### config.mk
export PLATFORM = sky130hd
export DESIGN_NAME = noise_gate_attack_hold_decay_top
export DESIGN_NICKNAME = d
export VERILOG_FILES = /design/src/rtl/core/ngate_pkg.sv /design/src/rtl/core/ngate_ctrl.sv /design/src/rtl/core/ngate_dp.sv /design/src/rtl/core/noise_gate_attack_hold_decay_top.sv
export VERILOG_INCLUDE_DIRS = /design/src /design/src/rtl/core
export SDC_FILE = /design/constraint.sdc
export NUM_CORES = 2
export LEC_CHECK = 0
export BUFFER_PORTS_ARGS = -buffer_cell sky130_fd_sc_hd__buf_2
export CORE_MARGIN = 2
export CORE_UTILIZATION = 33
export CTS_CLUSTER_SIZE = 25
export DETAILED_ROUTE_END_ITERATION = 16
export HOLD_SLACK_MARGIN = 0.06
export PLACE_DENSITY = 0.49
export SLEW_MARGIN = 20
export SYNTH_ARGS = -nofsm -noshare
export SYNTH_HDL_FRONTEND = slang
export SYNTH_HIERARCHICAL = 1
export SYNTH_SLANG_ARGS = --single-unit
### constraint.sdc
create_clock -name clk -period 7.8 [get_ports clk]
set_input_delay 0.78 -clock clk [delete_from_list [all_inputs] [get_ports clk]]
set_output_delay 0.78 -clock clk [all_outputs]
set_load 0.01 [all_outputs]
### src/rtl/core/assert_macros.svh
// Assertion macros shared by the RTL
`ifndef ASSERT_MACROS_SVH
`define ASSERT_MACROS_SVH
// Implication checked on every rising clock edge outside reset
`define ASSERT_IMPL(label, clk_s, rst_n, ante, cons) \
	label: assert property (@(posedge clk_s) disable iff (!rst_n) (ante) |-> (cons)) \
		else $error("assertion failed");
// Next-cycle implication
`define ASSERT_NEXT(label, clk_s, rst_n, ante, cons) \
	label: assert property (@(posedge clk_s) disable iff (!rst_n) (ante) |=> (cons)) \
		else $error("assertion failed");
`endif

### src/rtl/core/ngate_pkg.sv
// Package: types, constants and commands of the noise gate
package ngate_pkg;
	localparam int LEVEL_BITS_DEF = 24;
	localparam int COUNTER_BITS_DEF = 21;
	localparam int GAIN_BITS = 17;
	localparam logic [16:0] UNITY = 17'd65536;
	localparam logic [15:0] RMS_SCALE = 16'd46341;

	localparam logic [2:0] REG_UPPER = 3'd0;
	localparam logic [2:0] REG_LOWER = 3'd1;
	localparam logic [2:0] REG_ATTACK = 3'd2;
	localparam logic [2:0] REG_HOLD = 3'd3;
	localparam logic [2:0] REG_DECAY = 3'd4;

	localparam logic [1:0] PH_IDLE = 2'd0;
	localparam logic [1:0] PH_HOLD = 2'd1;
	localparam logic [1:0] PH_DECAY = 2'd2;

	typedef struct packed {
		logic signed [23:0] sample;
		logic [LEVEL_BITS_DEF-1:0] key_level;
	} in_word_t;

	typedef struct packed {
		logic signed [23:0] gated_sample;
		logic [16:0] gain;
		logic [1:0] gate_state;
	} out_word_t;

	typedef struct packed {
		logic [2:0] index;
		logic [31:0] data;
	} cfg_word_t;

	// controller -> datapath
	typedef struct packed {
		logic load;      // capture input word, compute rms
		logic decide;    // run phase update
		logic div_start; // start ratio unit
		logic sq;        // square quotient
		logic mul;       // gain times sample
	} dp_cmd_t;

	// datapath -> controller
	typedef struct packed {
		logic need_div;
		logic div_done;
	} dp_sts_t;
endpackage

### src/rtl/core/ngate_ctrl.sv
// Controller: sequences one word through the datapath
module ngate_ctrl (
	input  logic clk,
	input  logic arst_n,
	input  logic in_take,
	output logic busy,
	output logic out_load,
	output ngate_pkg::dp_cmd_t cmd,
	input  ngate_pkg::dp_sts_t sts
);
	typedef enum logic [2:0] {S_IDLE, S_RMS, S_DEC, S_DIV, S_SQ, S_MUL, S_OUT} state_t;
	state_t state_q;

	always_comb begin
		cmd = '0;
		cmd.load = in_take;
		cmd.decide = (state_q == S_DEC);
		cmd.div_start = (state_q == S_DEC) && sts.need_div;
		cmd.sq = (state_q == S_SQ);
		cmd.mul = (state_q == S_MUL);
		busy = (state_q != S_IDLE);
		out_load = (state_q == S_OUT);
	end

	always_ff @(posedge clk or negedge arst_n) begin
		if (!arst_n) begin
			state_q <= S_IDLE;
		end else begin
			unique case (state_q)
				S_IDLE: if (in_take) state_q <= S_RMS;
				S_RMS: state_q <= S_DEC;
				S_DEC: state_q <= sts.need_div ? S_DIV : S_MUL;
				S_DIV: if (sts.div_done) state_q <= S_SQ;
				S_SQ: state_q <= S_MUL;
				S_MUL: state_q <= S_OUT;
				S_OUT: state_q <= S_IDLE;
				default: state_q <= S_IDLE;
			endcase
		end
	end
endmodule

### src/rtl/core/ngate_dp.sv
// Datapath: gate state, counters, ratio divider and gain multiply
module ngate_dp #(
	parameter int COUNTER_BITS = ngate_pkg::COUNTER_BITS_DEF
) (
	input  logic clk,
	input  logic arst_n,
	input  ngate_pkg::in_word_t in_word,
	input  logic [ngate_pkg::LEVEL_BITS_DEF-1:0] upper_q,
	input  logic [ngate_pkg::LEVEL_BITS_DEF-1:0] lower_q,
	input  logic [19:0] attack_q,
	input  logic [19:0] hold_q,
	input  logic [19:0] decay_q,
	input  ngate_pkg::dp_cmd_t cmd,
	output ngate_pkg::dp_sts_t sts,
	output logic signed [23:0] gated_q,
	output logic [16:0] gain_q,
	output logic [1:0] phase_q
);
	localparam int LEVEL_BITS = ngate_pkg::LEVEL_BITS_DEF;
	localparam int CB = COUNTER_BITS;
	localparam int WB = (CB > 20) ? CB : 20;     // compare width
	localparam logic [CB-1:0] CNT_MAX = '1;
	localparam longint HYST = ((64'd1 << (LEVEL_BITS - 4)) + 64'd5) / 64'd10;
	localparam int QB = 17;                        // quotient bits incl. guard
	localparam int DCB = $clog2(QB + 1);

	logic signed [23:0] sample_q;
	logic [LEVEL_BITS-1:0] key_q;
	logic [LEVEL_BITS:0] rms_q;    // one extra bit for hysteresis add
	logic [CB-1:0] att_q, hld_q, dcy_q;

	// divider state
	logic [WB+16:0] rem_q;
	logic [WB-1:0] den_q;
	logic [QB-1:0] quo_q;
	logic [DCB-1:0] dcnt_q;
	logic div_run_q;
	logic [WB-1:0] div_n, div_d;
	logic need_div;

	logic [LEVEL_BITS+15:0] rms_prod;
	assign rms_prod = {16'd0, key_q} * {{LEVEL_BITS{1'b0}}, ngate_pkg::RMS_SCALE};

	function automatic logic [CB-1:0] sat_inc(input logic [CB-1:0] c);
		return (c == CNT_MAX) ? CNT_MAX : c + 1'b1;
	endfunction

	function automatic logic [WB-1:0] wx(input logic [CB-1:0] c);
		return WB'(c);
	endfunction

	// next-state evaluation
	logic [1:0] ph_n;
	logic [CB-1:0] att_n, hld_n, dcy_n;
	logic [16:0] gain_n;
	logic [LEVEL_BITS:0] rms_h;
	logic [WB-1:0] a_w, h_w, d_w;

	always_comb begin
		ph_n = phase_q;
		att_n = att_q;
		hld_n = hld_q;
		dcy_n = dcy_q;
		gain_n = gain_q;
		need_div = 1'b0;
		div_n = '0;
		div_d = '0;
		a_w = WB'(attack_q);
		h_w = WB'(hold_q);
		d_w = WB'(decay_q);
		rms_h = rms_q;
		unique case (phase_q)
			ngate_pkg::PH_HOLD: begin
				if (rms_q > {1'b0, lower_q}) hld_n = '0;
				else if (wx(hld_q) < h_w) hld_n = sat_inc(hld_q);
				else begin
					ph_n = ngate_pkg::PH_DECAY;
					dcy_n = '0;
				end
				gain_n = ngate_pkg::UNITY;
			end
			ngate_pkg::PH_DECAY: begin
				if (rms_q > {1'b0, upper_q}) begin
					if (wx(att_q) > a_w) begin
						ph_n = ngate_pkg::PH_HOLD;
						hld_n = '0;
						att_n = '0;
						gain_n = ngate_pkg::UNITY;
					end else begin
						att_n = sat_inc(att_q);
						dcy_n = sat_inc(dcy_q);
						need_div = 1'b1;
						div_n = (wx(dcy_n) >= d_w) ? wx(dcy_n) - d_w : d_w - wx(dcy_n);
						div_d = d_w;
					end
				end else if (wx(dcy_q) > d_w) begin
					ph_n = ngate_pkg::PH_IDLE;
					gain_n = '0;
				end else if (dcy_q != '0) begin
					need_div = 1'b1;
					div_n = d_w - wx(dcy_q);
					div_d = d_w;
					dcy_n = sat_inc(dcy_q);
				end else begin
					dcy_n = sat_inc(dcy_q);
					gain_n = ngate_pkg::UNITY;
				end
			end
			default: begin
				ph_n = ngate_pkg::PH_IDLE;
				if (rms_q < {1'b0, upper_q} && att_q != '0)
					rms_h = rms_q + (LEVEL_BITS+1)'(HYST);
				if (rms_h > {1'b0, upper_q}) begin
					if (wx(att_q) > a_w) begin
						ph_n = ngate_pkg::PH_HOLD;
						hld_n = '0;
						att_n = '0;
						gain_n = ngate_pkg::UNITY;
					end else begin
						att_n = sat_inc(att_q);
						need_div = 1'b1;
						div_n = wx(att_n);
						div_d = a_w;
					end
				end else if (att_q != '0) begin
					if (wx(att_q) > h_w) begin
						ph_n = ngate_pkg::PH_HOLD;
						hld_n = '0;
						att_n = '0;
						gain_n = ngate_pkg::UNITY;
					end else begin
						ph_n = ngate_pkg::PH_DECAY;
						dcy_n = att_q;
						hld_n = '0;
						att_n = '0;
						need_div = 1'b1;
						div_n = wx(att_q);
						div_d = a_w;
					end
				end else begin
					gain_n = '0;
				end
			end
		endcase
		// clamp cases need no division
		if (need_div && (div_d == '0 || div_n >= div_d)) begin
			need_div = 1'b0;
			gain_n = ngate_pkg::UNITY;
		end
	end

	assign sts.need_div = need_div;
	assign sts.div_done = div_run_q && (dcnt_q == '0);

	logic [WB+16:0] trial;
	assign trial = {rem_q[WB+15:0], 1'b0};

	logic [33:0] sq_prod;
	assign sq_prod = {17'd0, quo_q} * {17'd0, quo_q};

	logic signed [41:0] smul;
	assign smul = 42'(sample_q) * $signed({25'd0, gain_q});

	always_ff @(posedge clk or negedge arst_n) begin
		if (!arst_n) begin
			phase_q <= ngate_pkg::PH_IDLE;
			att_q <= '0;
			hld_q <= '0;
			dcy_q <= '0;
			gain_q <= '0;
			div_run_q <= 1'b0;
			dcnt_q <= '0;
		end else begin
			if (cmd.decide) begin
				phase_q <= ph_n;
				att_q <= att_n;
				hld_q <= hld_n;
				dcy_q <= dcy_n;
				gain_q <= gain_n;
			end
			if (cmd.div_start) begin
				div_run_q <= 1'b1;
				dcnt_q <= DCB'(QB);
			end else if (div_run_q) begin
				if (dcnt_q == '0) div_run_q <= 1'b0;
				else dcnt_q <= dcnt_q - 1'b1;
			end
			if (cmd.sq) gain_q <= sq_prod[32:16];
		end
	end

	// payload registers
	always_ff @(posedge clk) begin
		if (cmd.load) begin
			sample_q <= in_word.sample;
			key_q <= in_word.key_level[LEVEL_BITS-1:0];
		end
		rms_q <= {1'b0, rms_prod[LEVEL_BITS+15:16]};
		if (cmd.div_start) begin
			// restoring division of n*2^16 by d; quotient fits 16 bits since n < d
			rem_q <= (WB+17)'(div_n);
			den_q <= div_d;
			quo_q <= '0;
		end else if (div_run_q && dcnt_q != '0) begin
			if (dcnt_q == DCB'(QB)) begin
				rem_q <= rem_q;
			end else if (trial >= {17'd0, den_q}) begin
				rem_q <= trial - {17'd0, den_q};
				quo_q <= {quo_q[QB-2:0], 1'b1};
			end else begin
				rem_q <= trial;
				quo_q <= {quo_q[QB-2:0], 1'b0};
			end
		end
		if (cmd.mul) gated_q <= smul[39:16];
	end
endmodule

### src/rtl/core/noise_gate_attack_hold_decay_top.sv
// Noise gate: one word is processed at a time; when the squared ratio is
// needed it goes through the 16-step restoring divider, then the square. The
// next word is taken once the controller is idle and the result register is
// free. Control and configuration registers reset to zero; gate starts idle.
`include "assert_macros.svh"
module noise_gate_attack_hold_decay_top #(
	parameter int COUNTER_BITS = ngate_pkg::COUNTER_BITS_DEF
) (
	input  logic clk,
	input  logic arst_n,
	input  logic in_valid,
	output logic in_stall,
	input  ngate_pkg::in_word_t in_data,
	output logic out_valid,
	input  logic out_stall,
	output ngate_pkg::out_word_t out_data,
	input  logic cfg_valid,
	output logic cfg_ready,
	input  ngate_pkg::cfg_word_t cfg
);
	localparam int LEVEL_BITS = ngate_pkg::LEVEL_BITS_DEF;

	logic [LEVEL_BITS-1:0] upper_q, lower_q;
	logic [19:0] attack_q, hold_q, decay_q;
	logic busy, out_load, in_take;
	ngate_pkg::dp_cmd_t cmd;
	ngate_pkg::dp_sts_t sts;
	logic signed [23:0] gated;
	logic [16:0] gain;
	logic [1:0] phase;

	assign cfg_ready = 1'b1;
	assign in_stall = busy || out_valid;
	assign in_take = in_valid && !in_stall;

	always_ff @(posedge clk or negedge arst_n) begin
		if (!arst_n) begin
			upper_q <= '0;
			lower_q <= '0;
			attack_q <= '0;
			hold_q <= '0;
			decay_q <= '0;
		end else if (cfg_valid) begin
			unique case (cfg.index)
				ngate_pkg::REG_UPPER: upper_q <= LEVEL_BITS'(cfg.data[23:0]);
				ngate_pkg::REG_LOWER: lower_q <= LEVEL_BITS'(cfg.data[23:0]);
				ngate_pkg::REG_ATTACK: attack_q <= cfg.data[19:0];
				ngate_pkg::REG_HOLD: hold_q <= cfg.data[19:0];
				ngate_pkg::REG_DECAY: decay_q <= cfg.data[19:0];
				default: ;
			endcase
		end
	end

	ngate_ctrl u_ctrl (
		.clk(clk), .arst_n(arst_n), .in_take(in_take), .busy(busy),
		.out_load(out_load), .cmd(cmd), .sts(sts)
	);

	ngate_dp #(.COUNTER_BITS(COUNTER_BITS)) u_dp (
		.clk(clk), .arst_n(arst_n), .in_word(in_data),
		.upper_q(upper_q), .lower_q(lower_q), .attack_q(attack_q),
		.hold_q(hold_q), .decay_q(decay_q), .cmd(cmd), .sts(sts),
		.gated_q(gated), .gain_q(gain), .phase_q(phase)
	);

	always_ff @(posedge clk or negedge arst_n) begin
		if (!arst_n) begin
			out_valid <= 1'b0;
		end else if (out_load) begin
			out_valid <= 1'b1;
		end else if (!out_stall) begin
			out_valid <= 1'b0;
		end
	end

	always_ff @(posedge clk) begin
		if (out_load) begin
			out_data.gated_sample <= gated;
			out_data.gain <= gain;
			out_data.gate_state <= phase;
		end
	end

	`ASSERT_IMPL(a_no_take_busy, clk, arst_n, busy, !in_take)
	`ASSERT_IMPL(a_gain_max, clk, arst_n, out_valid, out_data.gain <= ngate_pkg::UNITY)
	`ASSERT_NEXT(a_take_busy, clk, arst_n, in_take, busy)
endmodule

# Yosys cells after proc, flatten, opt, wreduce, memory -nomap -nowiden
# Index checks and enable logic that the tools add are counted.
# Widths: inputs -> output; s select.
# word_totals
ff_bits,414
input_bits,88
output_inout_bits,46
# classes
add_sub_neg,9
mul,3
n_lt_le_gt_ge,11
eq_ne,33
mux,90
bitwise,2
n_reduce_logical,38
# ops
op,count
$mux 21,35
$pmux 21 s2,5
$mux 17,10
$mux 20,4
$add 21x1->21 const B,3
$eq 21x21->1 const B,3
$gt 21x20->1,3
$mux 25,2
$gt 24x24->1,2
$reduce_bool 21->1,2
$sub 20x21->21,2
$mul 24x16->40 const B,1
$mul 24x18->40,1
$ge 38x21->1,1
$mux 37,1
$sub 37x21->37,1
$pmux 17 s2,1
$mul 17x17->33,1
$add 24x17->25 const B,1
$gt 25x24->1,1
$lt 24x24->1,1
$ge 21x20->1,1
$ge 21x21->1,1
$logic_not 21->1,1
other kinds (39),102

# Longest topological paths before layout
# depth
word_depth,14
mapped_depth,40
mapped_depth_nobuf,37

# Cells and area by module
# The synthesis kept the hierarchy.
# by_module_without_submodules
mod,n_inst,cells_per_inst,area_per_inst_um2
ngate_dp,1,5158,46291.9
noise_gate_attack_hold_decay_top,1,282,5415.2
ngate_ctrl,1,23,193.9

# Worst setup path after synthesis
# OpenSTA, ideal clock, no wires.
# synth_path
kind,register to register
startpoint,register upper_q[17]
endpoint,register u_dp.rem_q[0] (enable)
setup_ps,378
t_arrival_ps,7938
required_ps,7422
path_slack_ps,-515
stages_incl_launch_ff,36
n_path_buf,3
cell_sequence,dfrtp_1 inv_1 ha_1 a21oi_1 nor2_1 a2111oi_0 o31ai_1 nor3_1 o31ai_1 or3_1 xnor2_1 ha_1 a2111oi_0 nand3_1 o31ai_1 o41ai_1 nor4b_2 nand2b_1 clkbuf_1 a22o_1 ha_1 nand2b_1 a21o_1 a21o_1 a21o_1 a21oi_1 o21ai_1 o2111ai_1 a21oi_1 a211o_1 nor3_1 buf_4 and2_4 clkinv_1 clkbuf_1 nand2_1
# synth_rtl
element,line,source
from (decl),noise_gate_attack_hold_decay_top.sv:23,"logic [LEVEL_BITS-1:0] upper_q, lower_q;"
from (signal assigned),noise_gate_attack_hold_decay_top.sv:45,ngate_pkg::REG_UPPER: upper_q <= LEVEL_BITS'(cfg.data[23:0]);
to (signal assigned),ngate_dp.sv:201,rem_q <= (WB+17)'(div_n);
to (signal assigned),ngate_dp.sv:206,rem_q <= rem_q;
to (signal assigned),ngate_dp.sv:208,"rem_q <= trial - {17'd0, den_q};"
to (decl),ngate_dp.sv:33,logic [WB+16:0] rem_q;

==> impl_metrics.json <==
{
  "ys_seq_area_frac": 0.209,
  "max_freq_mhz": 135,
  "cp_common_cell": "buf_4",
  "num_io_pins": 134,
  "grt_pass1_wl_um": 237000,
  "grt_max_degree": 96,
  "path_class": "reg -> reg",
  "fin_setup_tns_ps": 0,
  "timing.hold.ws_ps": 111,
  "ant_nets": 0,
  "area_growth_pct": 12.0,
  "nNetsFinal": 7011,
  "grt_pass1_vias": 41176,
  "powerDensity_mw_per_mm2": 457,
  "numCtsBuffers": 55,
  "fillers": 15840,
  "hpwl_um": 120000,
  "coreArea_mm2": 0.156,
  "grt_overflow": 0,
  "worst_setup_path_start_kind": "flip-flop",
  "setup_ws_ps": 383,
  "vias_per_cell": 4.97,
  "period_share": 0.951,
  "arrival_ps": 7920,
  "grtUsageTotal": 0.187,
  "synth_area_leader_cell": "fa_1",
  "root_buffer": "clkbuf_16",
  "worst_pin_slew_ps": 1150,
  "dr.pass1.iters": 5,
  "insertion_delay_ps": 710,
  "gp_congestion": 0.897,
  "drc": 0,
  "holdCritPathClass": "in -> async",
  "place_ws_ps": -69.1,
  "vias": 38607,
  "status": "finished clean",
  "antenna_found_initial": 3,
  "finish.utilization": 0.372,
  "finalCriticalPeriod_ps": 7420,
  "start_util": 0.332,
  "holdBufCountCts": 0,
  "synth_top_area_frac": 0.259,
  "routedWlPerCell_um": 19.0,
  "cts_tree": "built",
  "htreeDepth": 2,
  "synth_area_mm2": 0.0519,
  "setup_viol": 0,
  "worst-endpoint-required_ps": 8300,
  "final_hold_viol_count": 0,
  "synth_ff_type": "dfrtp_1",
  "synth.distinct_cells": 99,
  "rsz0062_at_grt": "no",
  "clock_path_buffers": 3,
  "slowest_delay_ps": 480,
  "vdd_ir_drop_max_uv": 480,
  "finalMaxSlewViolations": 0,
  "ys_warn_count": 6,
  "synthCells": 5463,
  "synthTopCellsByArea": "fa_1, ha_1, dfrtp_1",
  "row_count": 145,
  "clkSlewWorstSetupHoldPaths_ps": 60,
  "cap_violations": 0,
  "crit_fanout": 23,
  "cp-end-kind": "flip-flop",
  "die_x_um": 401,
  "cp_slowest_cell": "or4_1",
  "async_reset_ff_frac": 0.484,
  "slew_headroom": 0.232,
  "avgSynthCellArea_um2": 9.50,
  "drtIter0Drc": 1979,
  "syn_nets": 6814,
  "synth_seq_cells": 413,
  "synth_edf_count": 156,
  "die_h_um": 401,
  "fin_skew_ps": 68.1,
  "cts.sinks": 413,
  "port_buffers": 124,
  "drive_above_1_share": 0.113,
  "routed_wl_um": 148000,
  "dieArea_mm2": 0.160,
  "cellLeakagePower_nw": 28.5
}
## flip-flops by register name, summed over array words and instances, names as in the netlist, 21 cells and up
signal / cells
out_data: 43
u_dp/rem_q: 37
lower_q: 24
u_dp/gated_q: 24
u_dp/key_q: 24
u_dp/rms_q: 24
u_dp/sample_q: 24
upper_q: 24
u_dp/att_q: 21
u_dp/dcy_q: 21
u_dp/hld_q: 21
## area by class of cell
class	count	area [µm²]	share of cell area
sequential	413	10800	0.186
timing repair buffer	355	2430	0.0419
multi-input combinational	3808	36600	0.629
clock buffer	74	1490	0.0256
inverter	1027	3850	0.0663
antenna	2	5.00	0.0000861
tap	2058	2570	0.0443
clock inverter	29	362	0.00622
## metal layers
metal / part of all wire / global-route usage / up-vias
li1: - / - / 18223
met1: 0.45 / 0.254 / 19474
met2: 0.48 / 0.318 / 741
met3: 0.042 / 0.0213 / 169
met4: 0.022 / 0.0423 / 0
met5: 0 / 0 / -
## worst paths after layout
kind,start,to,slack (ps),cells after the start
worst max-delay path,upper_q[15],u_dp/rem_q[10],380,39
worst min-delay path,arst_n,u_dp/hld_q[7],110,1
worst max register to register,upper_q[15],u_dp/rem_q[10],380,39
worst min register to register,u_dp/gated_q[11],out_data[30],420,0
max in group asynchronous,arst_n,u_dp/gain_q[3],6210,2
min in group clk,in_data[12],u_dp/key_q[12],280,1
## where the power goes
group | leakage (nW) | switching, mW | internal, mW
sequential | 4.44 | 0.734 | 3.35
combinational | 23.2 | 11.4 | 8.47
clock | 0.876 | 1.12 | 1.49
total | 28.5 | 13.3 | 13.3
## critical path: cells and delay by family, from the launching register on
kind	cells	cell delay (ps)
AO/OA/AOI/OAI	15	2400
XOR/XNOR	1	120
adder cells (fa/ha/maj)	3	810
buffers and inverters	8	1350
flip-flops	1	380
AND/OR/NAND/NOR	12	2100
## Yosys cell counts, types with 23 or more instances
master	n
nand2_1	542
a21oi_1	220
clkbuf_1	189
a211oi_1	28
nor4_1	26
mux2_2	114
and2_1	234
and3_1	30
a21o_1	108
nor2_1	196
xnor2_1	127
nor3_1	53
inv_1	1023
o21ai_1	61
xor2_1	57
o21ai_0	104
fa_1	672
edfxtp_1	156
o21a_1	49
nand2b_1	34
nand4_1	48
a22oi_1	64
dfxtp_1	57
nor2b_1	39
nand3_1	89
dfrtp_1	200
o211ai_1	23
ha_1	591
## repair_timing
| item | CTS | global route |
|---|---|---|
| setup endpoints to repair | 40 | 119 |
| setup buffers | 0 | 15 |
| resized for setup | 4 | 42 |
| pin swaps | 1 | 13 |
## stage by stage
stage / power [mW] / instance area [µm²] / cells
after global placement: 23.9 / 55900 / 7645
after CTS: 26.9 / 57800 / 7748
after global routing: 29.8 / 58100 / 7764
after detailed placement: 24.0 / 55900 / 7645
final: 26.6 / 58100 / 7766
after floorplan: 18.3 / 51900 / 5463
## cell usage in the layout, fill, tap and decap left out, types with 12 or more instances in the layout
cell type     n
inv_1      1021
fa_1        672
ha_1        590
nand2_1     541
and2_1      234
buf_4       225
a21oi_1     217
dfrtp_1     199
nor2_1      193
edfxtp_1    156
xnor2_1     127
buf_2       123
mux2_2      114
a21o_1      108
o21ai_0     100
nand3_1      86
a22oi_1      64
o21ai_1      63
xor2_1       57
dfxtp_1      56
clkbuf_16    55
o21a_1       49
nand4_1      48
nor3_1       47
nor2b_1      39
nand2b_1     34
and3_1       29
a211oi_1     26
nor4_1       25
o211ai_1     23
a31oi_1      21
o21bai_1     21
or3_1        16
clkbuf_1     15
mux2i_1      15
a211o_1      12
## cells by family after synthesis
kind of cell	share of synthesized area
buffers and inverters	0.0915
AOI/OAI and AO/OA	0.109
xor gates and xnor gates	0.0311
and+or+nand+nor	0.130
adders and majority gates	0.402
muxes	0.0278
other	0.0000723
DFF	0.209
Power figures use the tool's default switching activity.
